--- src/hdl/slcd_pkg.sv ---
// shared types, constants and the crc-8 step for the sync/length/crc8 deframer
// no dependencies; used by slcd_parser and sync_length_crc8_deframer
package slcd_pkg;

   localparam logic [7:0] SYNC_FIRST  = 8'hAA;
   localparam logic [7:0] SYNC_SECOND = 8'h55;
   localparam logic [7:0] CRC_POLY    = 8'h07;
   localparam logic [7:0] CRC_INIT    = 8'h00;
   localparam logic [7:0] MAX_PAYLOAD_RESET = 8'd251;

   // result kinds, carried on tuser
   typedef enum logic [1:0] {
      KIND_PAYLOAD = 2'd0,
      KIND_END     = 2'd1,
      KIND_DROP    = 2'd2
   } kind_type;

   typedef enum logic [5:0] {
      PH_HUNT1   = 6'b000001,
      PH_HUNT2   = 6'b000010,
      PH_TYPE    = 6'b000100,
      PH_LEN     = 6'b001000,
      PH_PAYLOAD = 6'b010000,
      PH_CHECK   = 6'b100000
   } phase_type;

   typedef struct packed {
      logic       valid;
      kind_type   kind;
      logic [7:0] frame_type;
      logic [7:0] payload_byte;
      logic [7:0] byte_index;
      logic       last;
      logic [7:0] payload_length;
      logic       crc_ok;
   } result_type;

   // msb-first crc-8 over one byte, no reflection
   function automatic logic [7:0] crc8_update(input logic [7:0] crc, input logic [7:0] data);
      logic [7:0] c;
      c = crc ^ data;
      for (int k = 0; k < 8; k++) begin
         if (c[7]) begin
            c = {c[6:0], 1'b0} ^ CRC_POLY;
         end else begin
            c = {c[6:0], 1'b0};
         end
      end
      return c;
   endfunction

endpackage

--- src/hdl/slcd_parser.sv ---
// frame parser: phase machine, header capture, payload counter and running crc-8
// depends on slcd_pkg
module slcd_parser (
   input  logic                clock,
   input  logic                reset,
   input  logic                step,
   input  logic [7:0]          data_byte,
   input  logic [7:0]          max_payload,
   output slcd_pkg::result_type result
);

   slcd_pkg::phase_type phase_ff, phase_in;
   logic [7:0] type_ff, type_in;
   logic [7:0] length_ff, length_in;
   logic [7:0] count_ff, count_in;
   logic [7:0] crc_ff, crc_in;
   logic [7:0] count_next;
   logic [7:0] crc_step;

   assign count_next = count_ff + 8'd1;
   // type byte restarts the crc from its initial value
   assign crc_step = slcd_pkg::crc8_update(
      (phase_ff == slcd_pkg::PH_TYPE) ? slcd_pkg::CRC_INIT : crc_ff, data_byte);

   always_comb begin
      phase_in  = phase_ff;
      type_in   = type_ff;
      length_in = length_ff;
      count_in  = count_ff;
      crc_in    = crc_ff;

      result                = '0;
      result.kind           = slcd_pkg::KIND_PAYLOAD;
      result.frame_type     = type_ff;
      result.payload_length = length_ff;

      unique case (phase_ff)
         slcd_pkg::PH_HUNT2: begin
            if (data_byte == slcd_pkg::SYNC_SECOND) begin
               phase_in = slcd_pkg::PH_TYPE;
            end else if (data_byte != slcd_pkg::SYNC_FIRST) begin
               phase_in = slcd_pkg::PH_HUNT1;
            end
         end
         slcd_pkg::PH_TYPE: begin
            type_in  = data_byte;
            crc_in   = crc_step;
            phase_in = slcd_pkg::PH_LEN;
         end
         slcd_pkg::PH_LEN: begin
            length_in = data_byte;
            crc_in    = crc_step;
            count_in  = 8'd0;
            if (data_byte > max_payload) begin
               phase_in              = slcd_pkg::PH_HUNT1;
               result.valid          = 1'b1;
               result.kind           = slcd_pkg::KIND_DROP;
               result.payload_length = data_byte;
            end else if (data_byte == 8'd0) begin
               phase_in = slcd_pkg::PH_CHECK;
            end else begin
               phase_in = slcd_pkg::PH_PAYLOAD;
            end
         end
         slcd_pkg::PH_PAYLOAD: begin
            crc_in              = crc_step;
            count_in            = count_next;
            result.valid        = 1'b1;
            result.kind         = slcd_pkg::KIND_PAYLOAD;
            result.payload_byte = data_byte;
            result.byte_index   = count_ff;
            result.last         = (count_next == length_ff);
            if (count_next == length_ff) begin
               phase_in = slcd_pkg::PH_CHECK;
            end
         end
         slcd_pkg::PH_CHECK: begin
            phase_in      = slcd_pkg::PH_HUNT1;
            result.valid  = 1'b1;
            result.kind   = slcd_pkg::KIND_END;
            result.crc_ok = (data_byte == crc_ff);
         end
         default: begin
            // first sync byte hunt, also covers unused codes
            phase_in = (data_byte == slcd_pkg::SYNC_FIRST) ? slcd_pkg::PH_HUNT2
                                                           : slcd_pkg::PH_HUNT1;
         end
      endcase
   end

   always_ff @(posedge clock) begin
      if (reset) begin
         phase_ff  <= slcd_pkg::PH_HUNT1;
         type_ff   <= 8'd0;
         length_ff <= 8'd0;
         count_ff  <= 8'd0;
         crc_ff    <= slcd_pkg::CRC_INIT;
      end else if (step) begin
         phase_ff  <= phase_in;
         type_ff   <= type_in;
         length_ff <= length_in;
         count_ff  <= count_in;
         crc_ff    <= crc_in;
      end
   end

endmodule

--- src/hdl/sync_length_crc8_deframer.sv ---
// sync_length_crc8_deframer: input word register, parser and result register
// a word waits in the input register until the result register is free; then its result
// is captured there and held for the sink, which can stall both registers
// throughput: one word per cycle unless the sink stalls, set by the single-pass parser
// between the registers; a word with no result also waits for a free result register
// reset: synchronous, active high; clears the hunt state, both valids, max_payload to 251
// depends on slcd_pkg and slcd_parser
module sync_length_crc8_deframer (
   input  logic        clock,
   input  logic        reset,
   input  logic        req_tvalid,
   output logic        req_tready,
   input  logic [7:0]  req_tdata,   // [7:0] data_byte
   output logic        rsp_tvalid,
   input  logic        rsp_tready,
   output logic [39:0] rsp_tdata,   // [7:0] frame_type, [15:8] payload_byte,
                                    // [23:16] byte_index, [31:24] payload_length,
                                    // [32] crc_ok, [39:33] zero
   output logic [1:0]  rsp_tuser,   // [1:0] kind
   output logic        rsp_tlast,   // last
   input  logic        csr_valid,
   output logic        csr_ready,
   input  logic [7:0]  csr_data     // max_payload
);

   logic       in_valid_ff;
   logic [7:0] in_byte_ff;
   logic [7:0] max_payload_ff;
   logic       out_valid_ff;
   slcd_pkg::result_type out_ff;
   slcd_pkg::result_type result;
   logic       out_free;
   logic       advance;

   assign out_free   = !out_valid_ff || rsp_tready;
   assign advance    = in_valid_ff && out_free;
   assign req_tready = !in_valid_ff || advance;
   assign csr_ready  = 1'b1;

   slcd_parser u_parser (
      .clock       (clock),
      .reset       (reset),
      .step        (advance),
      .data_byte   (in_byte_ff),
      .max_payload (max_payload_ff),
      .result      (result)
   );

   always_ff @(posedge clock) begin
      if (reset) begin
         in_valid_ff    <= 1'b0;
         out_valid_ff   <= 1'b0;
         max_payload_ff <= slcd_pkg::MAX_PAYLOAD_RESET;
      end else begin
         if (req_tvalid && req_tready) begin
            in_valid_ff <= 1'b1;
         end else if (advance) begin
            in_valid_ff <= 1'b0;
         end
         if (advance) begin
            out_valid_ff <= result.valid;
         end else if (rsp_tready) begin
            out_valid_ff <= 1'b0;
         end
         if (csr_valid && csr_ready) begin
            max_payload_ff <= csr_data;
         end
      end
   end

   always_ff @(posedge clock) begin
      if (req_tvalid && req_tready) begin
         in_byte_ff <= req_tdata;
      end
      if (advance) begin
         out_ff <= result;
      end
   end

   assign rsp_tvalid = out_valid_ff;
   assign rsp_tdata  = {7'd0, out_ff.crc_ok, out_ff.payload_length, out_ff.byte_index,
                        out_ff.payload_byte, out_ff.frame_type};
   assign rsp_tuser  = out_ff.kind;
   assign rsp_tlast  = out_ff.last;

endmodule
--- config.mk ---
export PLATFORM = sky130hd
export DESIGN_NAME = sync_length_crc8_deframer
export DESIGN_NICKNAME = d
export VERILOG_FILES = /design/src/hdl/slcd_pkg.sv /design/src/hdl/slcd_parser.sv /design/src/hdl/sync_length_crc8_deframer.sv
export SDC_FILE = /design/constraint.sdc
export NUM_CORES = 1
export LEC_CHECK = 0
export ABC_AREA = 1
export BUFFER_PORTS_ARGS = -buffer_cell sky130_fd_sc_hd__buf_2
export CAP_MARGIN = 20
export CORE_MARGIN = 3
export CORE_UTILIZATION = 57
export CTS_CLUSTER_DIAMETER = 50
export CTS_CLUSTER_SIZE = 40
export DETAILED_ROUTE_END_ITERATION = 10
export PLACE_DENSITY_LB_ADDON = 0.25
export SLEW_MARGIN = 5
export SYNTH_ARGS = -nofsm -noshare
export SYNTH_HDL_FRONTEND = slang
export SYNTH_HIERARCHICAL = 1
export SYNTH_SLANG_ARGS = --single-unit
--- constraint.sdc ---
create_clock -name clock -period 6.9 [get_ports clock]
set_input_delay 0.345 -clock clock [delete_from_list [all_inputs] [get_ports clock]]
set_output_delay 0.345 -clock clock [all_outputs]
set_load 0.005 [all_outputs]
Word-level counts from Yosys, hierarchy flattened
Index checks and enable logic that the tools add are counted.
Storage, ports and cells
  input bits: 21
  register bits after elaboration: 92
Cells by class
  reduce and logical (&&, ||, !) cells: 16
  muxes and demuxes: 25
  magnitude comparators: 1
  equal/unequal tests: 12
  bitwise logic cells: 9
  $add $sub $neg: 1
Operator list (number)
  two-way mux 6 bit: 5
  case mux 6 bit (5 select lines): 1
  two-way mux 3 bit: 9
  two-way mux 8 bit: 3
  NOT 3 bit: 8
  == test 8 bit: 2
  case mux 8 bit (2 select lines): 1
  case mux 3 bit (3 select lines): 1
  adder 8 x 1 -> 8 bit (second input constant): 1
  == test 8 x 7 -> 1 bit (second input constant): 1
  == test 8 bit (second input constant): 1
  greater-than comparator 8 bit: 1
  zero test 8 bit: 1
  != test 8 bit (second input constant): 1
  AND reduction 2 bit: 4
  bitwise XOR 8 bit: 1
  == test 6 x 2 -> 1 bit (second input constant): 1
  == test 6 x 3 -> 1 bit (second input constant): 1
  == test 6 x 4 -> 1 bit (second input constant): 1
  == test 6 x 5 -> 1 bit (second input constant): 1
  == test 6 bit (second input constant): 1
  nonzero test 2 bit: 3
  two-way mux 1 bit: 4
  != test 3 x 1 -> 1 bit (second input constant): 1
  7 further kinds: 10

Longest topological paths before layout
  depth in word-level cells: 19
  depth in mapped cells: 15
  mapped depth without buffers: 14

Cells and area by module
The synthesis kept the hierarchy.
By module, submodules not included
  slcd_parser: times used 1, area an instance 2852.7 sq um, cells an instance 452, seq. area each 760.7 sq um
  sync_length_crc8_deframer: times used 1, area an instance 1765.4 sq um, cells an instance 101, seq. area each 1521.5 sq um

Worst setup path before layout
OpenSTA, ideal clock, no wires.
  path kind: in2reg
  start point: input rsp_tready
  end point: register u_parser.crc_ff[1]
  path buffers: 1
  setup time: 0.114 ns
  cell stages on the path: 10
  data arrival time: 4.881 ns
  slack: 1.905 ns
  path through: inv_1 > a21boi_0 > inv_1 > nor2_4 > nor2_8 > nand2_8 > buf_12 > nand2_2 > nor2_1 > nor2_2
Between the ends
  longest elaborated chain between the ends: 3
Ends and longest elaborated chain
  start: declaration: RTL line sync_length_crc8_deframer.sv:15  | input logic rsp_tready,
  logical OR 1 bit: RTL line sync_length_crc8_deframer.sv:35  | assign out_free = !out_valid_ff || rsp_tready;
  logical AND 1 bit: RTL line sync_length_crc8_deframer.sv:36  | assign advance = in_valid_ff && out_free;
  via advance: RTL line sync_length_crc8_deframer.sv:33  | logic advance;
  AND reduction 2 bit (no line)
  end signal: assignment: RTL line slcd_parser.sv:97  | crc_ff <= slcd_pkg::CRC_INIT;
  end signal: assignment: RTL line slcd_parser.sv:103  | crc_ff <= crc_in;
  end: declaration: RTL line slcd_parser.sv:16  | logic [7:0] crc_ff, crc_in;
The timed path passes the listed nets, and every way through them passes these cells.
A chain may end at the register's enable or synchronous reset.

Worst setup path in the final report
  start point: register in_valid_ff
  end point: register u_parser.crc_ff[1]
Between the ends
  longest elaborated chain between the ends: 2
Ends and longest elaborated chain
  start: declaration: RTL line sync_length_crc8_deframer.sv:26  | logic in_valid_ff;
  start signal: assignment: RTL line sync_length_crc8_deframer.sv:51  | in_valid_ff <= 1'b0;
  start signal: assignment: RTL line sync_length_crc8_deframer.sv:56  | in_valid_ff <= 1'b1;
  start signal: assignment: RTL line sync_length_crc8_deframer.sv:58  | in_valid_ff <= 1'b0;
  logical AND 1 bit: RTL line sync_length_crc8_deframer.sv:36
  via advance: RTL line sync_length_crc8_deframer.sv:33
  AND reduction 2 bit (no line)
The timed path passes the listed nets, and every way through them passes these cells.

==> impl_metrics.py <==
metrics = {
    "cts": {
        "cts_hold_buf": 0,
        "cts_tree": "yes",
        "root_buffer": "sky130_fd_sc_hd__clkbuf_8",
        "cts_sinks": 92,
        "cts.repair.resized": 0,
        "clk-insertion-delay-late_ps": 360,
        "cts.reportedPaths.clkPinSlew_ps": 100,
        "buffer_depth_of_the_longest_clock_path": 2,
        "tritoncts.num_buffers": 9,
        "cts_max_level": 3,
        "cts_setup_buffers": 0,
    },
    "critical_path": {
        "timing.critical_path.to_type": "flop",
        "worstPathMaxFanout": 38,
        "cp.buffers_inverters": 3,
        "timing.critical_path.required_ps": 7160,
        "worst_path_dominant_cell_family": "simple AND/OR/NAND/NOR gates",
        "critical-path-slowest-cell": "sky130_fd_sc_hd__nor2_2",
        "most_numerous_cell_on_the_critical_path": "sky130_fd_sc_hd__nand2_1",
        "path_class": "reg -> reg",
        "max_stage_delay_ps": 560,
        "worst_setup_start_kind": "flop",
        "timing.critical_path.arrival_ps": 2850,
        "worst-r2r-setup-slack_ps": 4310,
        "crit_path_cell_trace": "a21boi_4 -> buf_4 -> inv_1 -> nor2_2 -> inv_2 -> nand2_8 -> nand2_1 -> o21ai_1 -> nand2_1 -> nand2_1 -> nor2_2",
    },
    "global_route": {
        "grt_max_degree": 39,
        "grt.total_usage_pct": 24.3,
        "grt_pass1_vias": 3744,
        "grt.overflow.total": 0,
        "grt_antenna_before_repair": 0,
        "grt_first_pass_wirelength_um": 17300,
    },
    "floorplan": {
        "floorplan.initialDensity_pct": 59.2,
        "die_height_um": 96.0,
        "placementRows": 32,
        "coreArea_mm2": 0.00781,
        "ioPinCount": 67,
        "die-width_um": 96.0,
        "fp.dieArea_mm2": 0.00922,
    },
    "synthesis": {
        "post_synth_most_frequent_cells": "sky130_fd_sc_hd__nand2_1, sky130_fd_sc_hd__inv_1, sky130_fd_sc_hd__nand3_1, sky130_fd_sc_hd__dfxtp_1, sky130_fd_sc_hd__edfxtp_1",
        "synthesis.instances": 553,
        "yosys.cell_count.top_type": "sky130_fd_sc_hd__nand2_1",
        "yosysUniqueCellTypes": 41,
        "synth_top_cells_by_area": "sky130_fd_sc_hd__edfxtp_1, sky130_fd_sc_hd__dfxtp_1, sky130_fd_sc_hd__nand2_1",
        "netlist_area_mm2": 0.00462,
        "yosysTopAreaCell": "sky130_fd_sc_hd__edfxtp_1",
        "synthArstFlopShare_pct": 0,
        "synth.avg_cell_area_um2": 8.35,
        "ys_dominant_reg_cell": "sky130_fd_sc_hd__dfxtp_1",
        "synth-seq-area-share_pct": 49.4,
        "ys.warnings.count": 6,
        "synth_edf_count": 44,
        "synth_top_area_share_pct": 28.6,
        "seq_cells_post_synth": 92,
    },
    "timing": {
        "setup_viol_count_final": 0,
        "final-max-slew-violation-count": 0,
        "worst-slew-pin-transition_ps": 772,
        "max_freq_mhz": 387,
        "grt_setup_unrepaired": "false",
        "totalNegativeSetupSlack_ps": 0,
        "min_period_over_period_pct": 37.5,
        "hold_slack_ps": 155,
        "report.final.hold_viol_count": 0,
        "timing.final.ws_setup_ps": 4310,
        "period_minus_slack_ps": 2590,
        "worst_clock_skew_ps": 11.4,
        "timing.slew.headroom_pct": 48.2,
    },
    "place": {
        "gp_congestion": 0.892,
        "detailedPlacementHpwl_um": 7830,
        "pre_cts_slack_ps": 4250,
        "buffer_ports.inserted": 58,
    },
    "run": {
        "maxCapViolCount": 0,
    },
    "cells_and_area": {
        "final_core_util_pct": 66.0,
        "n_fill_cell": 673,
        "finalNetCount": 639,
        "final-seq-area_mm2": 0.00228,
        "share_of_cells_above_drive_strength_1_pct": 19.4,
        "antenna_cells_inserted": 0,
        "multi_input_area_mm2": 0.00197,
        "area_delta_synth_final_pct": 11.6,
    },
    "pwr": {
        "max-vdd-ir-drop_mv": 0.116,
        "power-per-cell-area_mw_per_mm2": 215,
        "p_leak_nw": 2.26,
    },
    "route": {
        "drt_wl_total_um": 10800,
        "routed_wire_length_per_instance_um": 15.1,
        "met2_wirelength_um": 5250,
        "remaining_routing_drc_violations": 0,
        "top_layer_used": "met4",
        "detail_route.iter0.violations": 294,
        "vias": 3935,
        "drt-pass1-iter-count": 5,
        "route.antenna.remaining_nets": 0,
        "wirelength_met1_um": 4530,
        "met3_length_um": 750,
        "via_per_inst": 5.50,
    },
    "outcome": {
        "outcome": "finished, final reports clean",
    },
    "min_path": {
        "worstHoldPathType": "in -> reg",
    },
}
-- cell usage in the layout (no fill, tap or decap), drive strengths merged --
cell type  synthesis  layout
nand2            147     147
inv               64      68
buf               15      59
nand3             55      55
nor2              53      53
dfxtp             48      48
edfxtp            44      44
o21ai             36      36
a21oi             35      35
clkbuf             5      10
ha                 9       9
conb               2       8
nand4              8       8
nor3               5       5
xor2               5       5
xnor2              5       5
or2                4       4
o21bai             3       3
nand3b             3       3
clkinv             1       2
a21boi             1       1
bufinv             0       1
o21a               1       1
a211oi             1       1
a32oi              1       1
o211ai             1       1
nor4               1       1
-- path summary, 6_finish.rpt --
check / start / to / depth (start not counted)
min: req_tdata[1] / in_byte_ff[1] / 1
max: in_valid_ff / u_parser/crc_ff[1] / 11
min reg2reg: u_parser/type_ff[7] / rsp_tdata[7] / 0
max reg2reg: in_valid_ff / u_parser/crc_ff[1] / 11
-- registers in the layout, indices dropped and copies added, names as in the netlist --
| signal | cells |
|---|---|
| max_payload_ff | 8 |
| rsp_tuser | 2 |
| in_byte_ff | 8 |
| rsp_tdata | 33 |
| u_parser/type_ff | 8 |
| u_parser/phase_ff | 6 |
| u_parser/crc_ff | 8 |
| rsp_tlast | 1 |
| in_valid_ff | 1 |
| u_parser/length_ff | 8 |
| rsp_tvalid | 1 |
| u_parser/count_ff | 8 |
-- through the flow --
step                      instance area, um^2  std cells  total power (W)
final                                    5150        716          0.00111
after global routing                     5150        716          0.00115
after CTS                                5150        716          0.00111
after detailed placement                 4930        700         0.000713
after global placement                   4930        700         0.000709
after floorplan                          4640        559         0.000684
-- area by class of cell --
class / instances / share of cell area, %
tap: 102 / 2.48
timing repair buffer: 59 / 5.78
clock inverter: 6 / 1.46
sequential: 92 / 44.3
multi-input combinational: 382 / 38.2
clock buffer: 10 / 2.89
inverter: 65 / 4.93
-- power by group --
group / total, W / leakage [nW] / switching [W] / internal (W)
logic: 0.000102 / 1.33 / 0.0000662 / 0.0000353
clock network: 0.000404 / 0.116 / 0.000207 / 0.000197
registers: 0.000600 / 0.815 / 0.0000132 / 0.000587
-- cells by family (layout without fill, tap and decap cells) --
| logic type | Yosys count | after routing | share of synthesized area, % |
|---|---|---|---|
| and+or+nand+nor | 276 | 276 | 28.0 |
| DFF | 92 | 92 | 49.4 |
| buffers and inverters | 85 | 140 | 8.72 |
| AOI/OAI and AO/OA | 79 | 79 | 9.35 |
| xor gates and xnor gates | 10 | 10 | 1.90 |
| adders and majority gates | 9 | 9 | 2.44 |
| other | 2 | 8 | 0.163 |
-- layer usage --
metal  global-route usage (%)  up-vias
met5                        0        -
met4                     9.24        0
met3                     4.07       26
met2                     42.1      169
met1                     30.3     1823
li1                         -     1917
-- worst reg2reg max path, stage by stage, from the launching register on --
cell,delay [ps]
sky130_fd_sc_hd__dfxtp_1,380
sky130_fd_sc_hd__a21boi_4,180
sky130_fd_sc_hd__buf_4,440
sky130_fd_sc_hd__inv_1,300
sky130_fd_sc_hd__nor2_2,560
sky130_fd_sc_hd__inv_2,140
sky130_fd_sc_hd__nand2_8,160
sky130_fd_sc_hd__nand2_1,70
sky130_fd_sc_hd__o21ai_1,80
sky130_fd_sc_hd__nand2_1,60
sky130_fd_sc_hd__nand2_1,70
sky130_fd_sc_hd__nor2_2,40
(Power assumes the default switching activity.)
